<file path="config.mk">
export PLATFORM = sky130hd
export DESIGN_NAME = rom_bank_mapper_with_scanline_irq
export DESIGN_NICKNAME = d
export VERILOG_FILES = /design/src/rbm_pkg.sv /design/src/rom_bank_mapper_with_scanline_irq.sv /design/src/rbm_state.sv /design/src/rbm_xlate.sv
export VERILOG_INCLUDE_DIRS = /design/src /design/src/src
export SDC_FILE = /design/constraint.sdc
export NUM_CORES = 1
export LEC_CHECK = 0
export ABC_AREA = 1
export BUFFER_PORTS_ARGS = -buffer_cell sky130_fd_sc_hd__buf_2
export CAP_MARGIN = 20
export CORE_ASPECT_RATIO = 0.6
export CORE_MARGIN = 10
export CORE_UTILIZATION = 40
export DETAILED_ROUTE_END_ITERATION = 10
export HOLD_SLACK_MARGIN = 0.15
export PLACE_DENSITY = 0.61
export SETUP_SLACK_MARGIN = 0.05
export SLEW_MARGIN = 10
export SYNTH_ARGS = -nofsm -noshare
export SYNTH_HDL_FRONTEND = slang
export SYNTH_SLANG_ARGS = --single-unit
</file>
<file path="constraint.sdc">
create_clock -name clk -period 2.6 [get_ports clk]
set_clock_uncertainty 0.1 [all_clocks]
set_input_delay 0.26 -clock clk [delete_from_list [all_inputs] [get_ports clk]]
set_output_delay 0.26 -clock clk [all_outputs]
set_load 0.03 [all_outputs]
</file>
<file path="src/rom_bank_mapper_with_scanline_irq_defines.svh">
// assertion macros for the rom bank mapper
// no dependencies; included by the top level
`ifndef ROM_BANK_MAPPER_WITH_SCANLINE_IRQ_DEFINES_SVH
`define ROM_BANK_MAPPER_WITH_SCANLINE_IRQ_DEFINES_SVH

`ifndef ASSERT_OFF
`define RBM_ASSERT(label, clk, rst, prop) \
  label: assert property (@(posedge clk) disable iff (rst) prop) \
    else $error("rbm assertion failed");
`define RBM_ASSERT_NEVER(label, clk, rst, expr) \
  label: assert property (@(posedge clk) disable iff (rst) !(expr)) \
    else $error("rbm forbidden condition seen");
`else
`define RBM_ASSERT(label, clk, rst, prop)
`define RBM_ASSERT_NEVER(label, clk, rst, expr)
`endif

`endif

</file>
<file path="src/rbm_pkg.sv">
// shared types and constants for the rom bank mapper
// no dependencies
package rbm_pkg;

  localparam int CHR_SLOTS = 8;
  localparam int CHR_IDX_W = $clog2(CHR_SLOTS);

  typedef enum logic [1:0] {
    CMD_WRITE = 2'd0,
    CMD_TICK  = 2'd1,
    CMD_CPU   = 2'd2,
    CMD_PPU   = 2'd3
  } cmd_t;

  typedef enum logic {
    REG_ADDRESS_MASK   = 1'b0,
    REG_PRG_BANK_COUNT = 1'b1
  } reg_index_t;

  localparam logic [15:0] ADDR_MASK_RESET  = 16'hFFFF;
  localparam logic [8:0]  BANK_COUNT_RESET = 9'd256;

  localparam logic [3:0]  PAGE_PRG_LOW = 4'h8;
  localparam logic [3:0]  PAGE_PRG_MID = 4'hA;
  localparam logic [3:0]  PAGE_CHR_FIRST = 4'hB;
  localparam logic [3:0]  PAGE_CHR_LAST  = 4'hE;
  localparam logic [15:0] ADDR_MIRROR  = 16'h9000;
  localparam logic [15:0] ADDR_SWAP    = 16'h9008;
  localparam logic [15:0] ADDR_IRQ_LO  = 16'hF000;
  localparam logic [15:0] ADDR_IRQ_HI  = 16'hF004;
  localparam logic [15:0] ADDR_IRQ_CTL = 16'hF008;
  localparam logic [15:0] ADDR_IRQ_ACK = 16'hF00C;

  localparam logic [7:0] MIRROR_IGNORE = 8'hFF;
  localparam logic [7:0] COUNT_TOP     = 8'hFF;

  // view of the bank state used by address translation
  typedef struct packed {
    logic [CHR_SLOTS-1:0][7:0] chr;
    logic [8:0]                bank_count;
    logic [7:0]                prg_low;
    logic [7:0]                prg_mid;
    logic [7:0]                prg_high;
    logic                      high_loaded;
  } rbm_view_t;

endpackage

</file>
<file path="src/rom_bank_mapper_with_scanline_irq.sv">
// Bank mapper with scanline interrupt counter. Takes one transaction per clock
// (register write, scanline tick, cpu or ppu address translate) unless in_stall
// is high, and returns one result per transaction: interrupt pulse, bank number
// and the current mirroring. Throughput is one transaction per cycle while the
// output is not stalled; a transaction is first held in the input register, and
// the decode/update logic then feeds its result into the result register.
// The result register holds under out_stall while the input
// register stays free to take the next transaction until both are full.
// depends on rbm_pkg, rbm_state, rbm_xlate and the defines header
`include "rom_bank_mapper_with_scanline_irq_defines.svh"

module rom_bank_mapper_with_scanline_irq
  import rbm_pkg::*;
(
  input  logic        clk,
  input  logic        rst,
  input  logic        cfg_we,
  input  logic        cfg_index,
  input  logic [15:0] cfg_data,
  input  logic        in_valid,
  output logic        in_stall,
  input  logic [1:0]  cmd,
  input  logic [15:0] address,
  input  logic [7:0]  write_value,
  output logic        out_valid,
  input  logic        out_stall,
  output logic        irq_pulse,
  output logic [7:0]  bank_number,
  output logic [1:0]  mirror_mode
);

  logic        s1_valid;
  cmd_t        s1_cmd;
  logic [15:0] s1_address;
  logic [7:0]  s1_value;
  logic        s1_adv;

  logic        step_pulse;
  logic [1:0]  step_mirror;
  logic [7:0]  step_bank;
  rbm_view_t   view;

  assign s1_adv   = s1_valid && (!out_valid || !out_stall);
  assign in_stall = s1_valid && !s1_adv;

  always_ff @(posedge clk) begin
    if (rst) begin
      s1_valid <= 1'b0;
    end else if (!in_stall) begin
      s1_valid <= in_valid;
    end
  end

  always_ff @(posedge clk) begin
    if (in_valid && !in_stall) begin
      s1_cmd     <= cmd_t'(cmd);
      s1_address <= address;
      s1_value   <= write_value;
    end
  end

  rbm_state u_state (
    .clk            (clk),
    .rst            (rst),
    .cfg_we         (cfg_we),
    .cfg_index      (cfg_index),
    .cfg_data       (cfg_data),
    .step           (s1_adv),
    .cmd            (s1_cmd),
    .address        (s1_address),
    .write_value    (s1_value),
    .pulse          (step_pulse),
    .mirroring_next (step_mirror),
    .view           (view)
  );

  rbm_xlate u_xlate (
    .cmd     (s1_cmd),
    .address (s1_address),
    .view    (view),
    .bank    (step_bank)
  );

  always_ff @(posedge clk) begin
    if (rst) begin
      out_valid <= 1'b0;
    end else if (s1_adv) begin
      out_valid <= 1'b1;
    end else if (!out_stall) begin
      out_valid <= 1'b0;
    end
  end

  always_ff @(posedge clk) begin
    if (s1_adv) begin
      irq_pulse   <= step_pulse;
      bank_number <= step_bank;
      mirror_mode <= step_mirror;
    end
  end

  // an interrupt can only come from a scanline tick
  `RBM_ASSERT(a_pulse_on_tick, clk, rst, (s1_adv && step_pulse) |-> (s1_cmd == CMD_TICK))
  // non-translate transactions report bank zero
  `RBM_ASSERT(a_bank_zero, clk, rst, (s1_adv && s1_cmd != CMD_CPU && s1_cmd != CMD_PPU) |=> (bank_number == 8'd0))
  // a held input transaction is not dropped
  `RBM_ASSERT(a_s1_hold, clk, rst, (s1_valid && !s1_adv) |=> s1_valid)
  // the input register never moves into a full, stalled result register
  `RBM_ASSERT_NEVER(a_no_overwrite, clk, rst, s1_adv && out_valid && out_stall)

endmodule

</file>
<file path="src/rbm_state.sv">
// mapper state: config registers, register write decode, irq counter
// depends on rbm_pkg
module rbm_state
  import rbm_pkg::*;
(
  input  logic        clk,
  input  logic        rst,
  input  logic        cfg_we,
  input  logic        cfg_index,
  input  logic [15:0] cfg_data,
  input  logic        step,
  input  cmd_t        cmd,
  input  logic [15:0] address,
  input  logic [7:0]  write_value,
  output logic        pulse,
  output logic [1:0]  mirroring_next,
  output rbm_view_t   view
);

  logic [15:0] address_mask;
  logic [8:0]  prg_bank_count;

  logic [7:0] prg_slot_low,    prg_slot_low_next;
  logic [7:0] prg_slot_mid,    prg_slot_mid_next;
  logic [7:0] prg_slot_high,   prg_slot_high_next;
  logic       prg_high_loaded, prg_high_loaded_next;
  logic       prg_swap,        prg_swap_next;
  logic [CHR_SLOTS-1:0][7:0] chr_banks, chr_banks_next;
  logic [1:0] mirroring;
  logic [1:0] irq_mode,   irq_mode_next;
  logic [7:0] irq_reload, irq_reload_next;
  logic [7:0] irq_count,  irq_count_next;

  logic [15:0] masked;
  logic [3:0]  page;
  logic [11:0] offs;
  logic        prg_reg_hit;
  logic        chr_hit;
  logic [3:0]  chr_page;
  logic [1:0]  chr_sub;
  logic [CHR_IDX_W-1:0] chr_idx;
  logic [1:0]  mode_ack;

  assign masked   = address & address_mask;
  assign page     = masked[15:12];
  assign offs     = masked[11:0];
  assign mode_ack = irq_mode[0] ? 2'b11 : 2'b00;

  // prg registers decode at offsets 0, 4, 8 and C
  assign prg_reg_hit = (offs[11:4] == 8'h00) && (offs[1:0] == 2'b00);

  // chr nibble registers: offsets 0..3 or 0/4/8/C
  assign chr_hit  = (page >= PAGE_CHR_FIRST) && (page <= PAGE_CHR_LAST) &&
                    (offs[11:4] == 8'h00) &&
                    ((offs[3:2] == 2'b00) || (offs[1:0] == 2'b00));
  assign chr_page = page - PAGE_CHR_FIRST;
  assign chr_sub  = (offs[3:2] == 2'b00) ? offs[1:0] : offs[3:2];
  assign chr_idx  = {chr_page[1:0], chr_sub[1]};

  always_comb begin
    prg_slot_low_next    = prg_slot_low;
    prg_slot_mid_next    = prg_slot_mid;
    prg_slot_high_next   = prg_slot_high;
    prg_high_loaded_next = prg_high_loaded;
    prg_swap_next        = prg_swap;
    chr_banks_next       = chr_banks;
    mirroring_next       = mirroring;
    irq_mode_next        = irq_mode;
    irq_reload_next      = irq_reload;
    irq_count_next       = irq_count;
    pulse                = 1'b0;
    if (step) begin
      case (cmd)
        CMD_WRITE: begin
          if (page == PAGE_PRG_LOW && prg_reg_hit) begin
            if (prg_swap) begin
              prg_slot_high_next   = write_value;
              prg_high_loaded_next = 1'b1;
            end else begin
              prg_slot_low_next = write_value;
            end
          end else if (masked == ADDR_MIRROR) begin
            if (write_value != MIRROR_IGNORE) begin
              mirroring_next = write_value[1:0];
            end
          end else if (masked == ADDR_SWAP) begin
            prg_swap_next = write_value[1];
          end else if (page == PAGE_PRG_MID && prg_reg_hit) begin
            prg_slot_mid_next = write_value;
          end else if (chr_hit) begin
            if (chr_sub[0]) begin
              chr_banks_next[chr_idx][7:4] = write_value[3:0];
            end else begin
              chr_banks_next[chr_idx][3:0] = write_value[3:0];
            end
          end else if (masked == ADDR_IRQ_LO) begin
            irq_reload_next[3:0] = write_value[3:0];
          end else if (masked == ADDR_IRQ_HI) begin
            irq_reload_next[7:4] = write_value[3:0];
          end else if (masked == ADDR_IRQ_CTL) begin
            irq_mode_next = write_value[1:0];
            if (write_value[1]) begin
              irq_count_next = irq_reload;
            end
          end else if (masked == ADDR_IRQ_ACK) begin
            irq_mode_next = mode_ack;
          end
        end
        CMD_TICK: begin
          if (irq_mode[1]) begin
            if (irq_count == COUNT_TOP) begin
              pulse          = 1'b1;
              irq_count_next = irq_reload;
              irq_mode_next  = mode_ack;
            end else begin
              irq_count_next = irq_count + 8'd1;
            end
          end
        end
        default: begin
        end
      endcase
    end
  end

  always_ff @(posedge clk) begin
    if (rst) begin
      address_mask   <= ADDR_MASK_RESET;
      prg_bank_count <= BANK_COUNT_RESET;
    end else if (cfg_we) begin
      case (cfg_index)
        REG_ADDRESS_MASK:   address_mask   <= cfg_data;
        REG_PRG_BANK_COUNT: prg_bank_count <= cfg_data[8:0];
        default: begin
        end
      endcase
    end
  end

  always_ff @(posedge clk) begin
    if (rst) begin
      prg_slot_low    <= 8'd0;
      prg_slot_mid    <= 8'd1;
      prg_high_loaded <= 1'b0;
      prg_swap        <= 1'b0;
      for (int i = 0; i < CHR_SLOTS; i++) begin
        chr_banks[i] <= 8'(i);
      end
      mirroring  <= 2'd0;
      irq_mode   <= 2'd0;
      irq_reload <= 8'd0;
      irq_count  <= 8'd0;
    end else begin
      prg_slot_low    <= prg_slot_low_next;
      prg_slot_mid    <= prg_slot_mid_next;
      prg_high_loaded <= prg_high_loaded_next;
      prg_swap        <= prg_swap_next;
      chr_banks       <= chr_banks_next;
      mirroring       <= mirroring_next;
      irq_mode        <= irq_mode_next;
      irq_reload      <= irq_reload_next;
      irq_count       <= irq_count_next;
    end
  end

  // only read once the loaded flag is set
  always_ff @(posedge clk) begin
    prg_slot_high <= prg_slot_high_next;
  end

  assign view.chr         = chr_banks;
  assign view.bank_count  = prg_bank_count;
  assign view.prg_low     = prg_slot_low;
  assign view.prg_mid     = prg_slot_mid;
  assign view.prg_high    = prg_slot_high;
  assign view.high_loaded = prg_high_loaded;

endmodule

</file>
<file path="src/rbm_xlate.sv">
// cpu and ppu address translation to bank numbers
// depends on rbm_pkg
module rbm_xlate
  import rbm_pkg::*;
(
  input  cmd_t        cmd,
  input  logic [15:0] address,
  input  rbm_view_t   view,
  output logic [7:0]  bank
);

  logic [7:0] last_bank;
  logic [7:0] second_last;

  // fixed banks wrap modulo 256
  assign last_bank   = view.bank_count[7:0] - 8'd1;
  assign second_last = view.bank_count[7:0] - 8'd2;

  always_comb begin
    bank = 8'd0;
    case (cmd)
      CMD_CPU: begin
        if (address[15]) begin
          case (address[14:13])
            2'd0:    bank = view.prg_low;
            2'd1:    bank = view.prg_mid;
            2'd2:    bank = view.high_loaded ? view.prg_high : second_last;
            default: bank = last_bank;
          endcase
        end
      end
      CMD_PPU: begin
        bank = view.chr[address[10 +: CHR_IDX_W]];
      end
      default: begin
        bank = 8'd0;
      end
    endcase
  end

endmodule

</file>
==> qor.txt <==
outcome = finished, final reports clean
GPL Wtd Cong = 0.949
Finished Core Util = 49.3%
worst slew pin tran = 0.727 ns
Row Count = 40
Max Cap Viol = 0
Top Ports = 61
GRT Util Overall = 20.6%
die area = 27,200 um2
synth warn = 0
leakage power = 0.00397 uW
mapped cell area = 8330 um2
clk root buf = clkbuf_16
Post-Synthesis Cells = 1,092
RSZ-0062 raised after global routing = yes
Fillers = 1,968
H-tree depth = 4
Max-slew headroom = 51.5%
Clk pin slew, worst setup/hold paths = 0.07 ns
DR DRC count = 0
Avg Cell Area, Syn = 7.63 um2
Initial Utilization = 41.2%
pin count of the biggest net entering global routing = 68
register-to-register path setup slack = 0.18 ns
Arrival @ worst endpoint = 2.62 ns
synthesis-stage register bit count = 173
WHS = 0.210 ns
Tmin final = 2.42 ns
fin nets = 1,244
Main synth FF type = dfxtp_1
Power, Total = 6050 uW
number of vias per cell = 5.49
global route total overflow = 0
maximum resistive drop on vdd = 0.497 mV
Post-synth EDFFs = 45
Hold Vio Cnt, Final = 0
Seq/Total Area, Yosys = 47.0%
Slew Limit Fails = 0
Pwr per Cell Area = 607 nW/um2
M2 GR Usage = 26.7%
share of cells above drive strength 1 = 11.6%
first-pass GRT wire length = 43,900 um
most common cell after layout, fill and taps aside = nand2_1
drt first-iter violations = 883
setup TNS = 0 ns
PnR worst setup slack = 0.178 ns
worst path required time = 2.80 ns
Area Growth Syn to Fin = 19.7%
clk buf depth = 2
die height = 132 um
critical path peak fanout = 20
total number of vias = 8,123
IO buf count = 60
Antenna diodes = 0
Synth cell types = 38
commonest cells after routing, fill and taps aside = 213 x nand2_1, 128 x dfxtp_1, 124 x nand3_1
crit path launch type = flip-flop
met1 Use GR = 31.5%
Async SR Flop Fraction = 0%
synthesized net count = 1,143
worst hold path class = input pin to flip-flop
worst skew pair latency = 0.44 ns
Core Area = 20,200 um2
period utilisation layout = 93.2%
TritonCTS Buffers = 17
Detailed Route WL = 27,700 um
Max Fclk = 413 MHz
Wirelength per Cell = 18.7 um
DRT Pass-1 Iters = 5
antenna viol nets, final = 0
clock sinks = 173
CP Class = flip-flop to flip-flop
vias in the first global route = 7,622
final setup fails = 0
DP Worst Slack = 0.265 ns
DPL Wire Length = 19,000 um
Die X = 206 um
CTS tree = yes
initial antenna violation count = 0
Critical Path Sink Type = flip-flop
Most Crowded Layer GR = met1
met3 Usage GRT = 6.09%
routing by layer:
layer,up-vias,share of wire [%]
met5,-,0
met4,0,1.0
met3,19,10
met2,385,38
met1,3759,50
li1,3960,-
synthesized netlist by cell type, types with 3 or more instances:
cell type,n,area [um2]
ha_1,3,37.5
buf_1,6,22.5
nor3_1,56,280
o21ai_0,75,375
a21oi_1,89,445
inv_1,80,300
nand2_2,4,25.0
xnor2_1,4,35.0
mux2i_1,13,130
o211ai_1,17,128
buf_2,4,20.0
o32ai_1,4,35.0
dfxtp_1,128,2560
nand3_1,124,621
o221ai_1,11,96.3
clkbuf_1,39,146
nand2_1,213,800
edfxtp_1,45,1350
nor2_1,113,424
buf_6,7,78.8
nand4_1,32,200
logic make-up (layout without fill, tap and decap cells):
logic type	Yosys count	in the layout	share of synthesized area [%]
AOI/OAI and AO/OA	206	206	13.9
xor gates and xnor gates	6	6	0.631
adders and majority gates	3	3	0.451
buffers and inverters	140	254	7.09
DFF	173	173	47.0
muxes	13	13	1.56
and+or+nand+nor	551	551	29.4
worst max-delay path, cell delays in order, from the launching register on:
cell	delay, ns
edfxtp_1	0.37
nand2_1	0.21
inv_1	0.12
o21ai_2	0.23
inv_1	0.37
nor2_1	0.42
nand4_1	0.26
nand2_1	0.12
a21oi_1	0.07
sequential cells by signal, indices dropped and copies added (netlist names), 2 cells and up:
signal and cells:
u_state.view 64, u_state.prg_slot_mid 8, mirror_mode 2, u_state.prg_bank_count 8
u_state.address_mask 16, s1_cmd 2, u_state.irq_reload 8, u_state.irq_mode 2
u_state.mirroring 2, u_state.irq_count 8, s1_value 8, bank_number 8
s1_address 16, u_state.prg_slot_high 8, u_state.prg_slot_low 8
power by group:
group          internal [uW]  switching (uW)
Combinational            234             512
Sequential              2830            56.7
Clock                   1330            1090
timing repair:
| item | in CTS | in global routing |
|---|---|---|
| endpoints found under the hold margin | 52 | 0 |
| setup buffers | 0 | 0 |
| setup endpoints to repair | 0 | 20 |
| gates resized for setup | 0 | 3 |
| hold buffers | 45 | 0 |
cell type report:
| class | instances | area [um2] | share of cell area, % |
|---|---|---|---|
| flip-flops and latches | 173 | 3910 | 39.3 |
| repair buffers | 140 | 1040 | 10.4 |
| well taps | 273 | 342 | 3.43 |
| inverters | 82 | 308 | 3.09 |
| clock buffers | 22 | 454 | 4.56 |
| clock inverters | 10 | 75.1 | 0.753 |
| multi-input cells | 779 | 3840 | 38.5 |
final timing paths:
kind	start	to	depth (start not counted)
worst max-delay path	s1_address[3]$_DFFE_PP_	u_state.view[39]$_SDFFE_PP0P_	8
worst min-delay path	cfg_index	u_state.address_mask[9]$_SDFFE_PP1P_	5
worst max register to register	s1_address[3]$_DFFE_PP_	u_state.view[39]$_SDFFE_PP0P_	8
worst min register to register	u_state.prg_slot_low[6]$_SDFFE_PP0P_	u_state.prg_slot_low[6]$_SDFFE_PP0P_	2
metrics by stage:
stage / cell area, um2 / cells
final: 9970 / 1479
after global routing: 9970 / 1479
after CTS: 9960 / 1479
after detailed placement: 8980 / 1402
after global placement: 8980 / 1402
after floorplan: 8330 / 1092
Note: power is estimated with default switching activity, not from simulation.
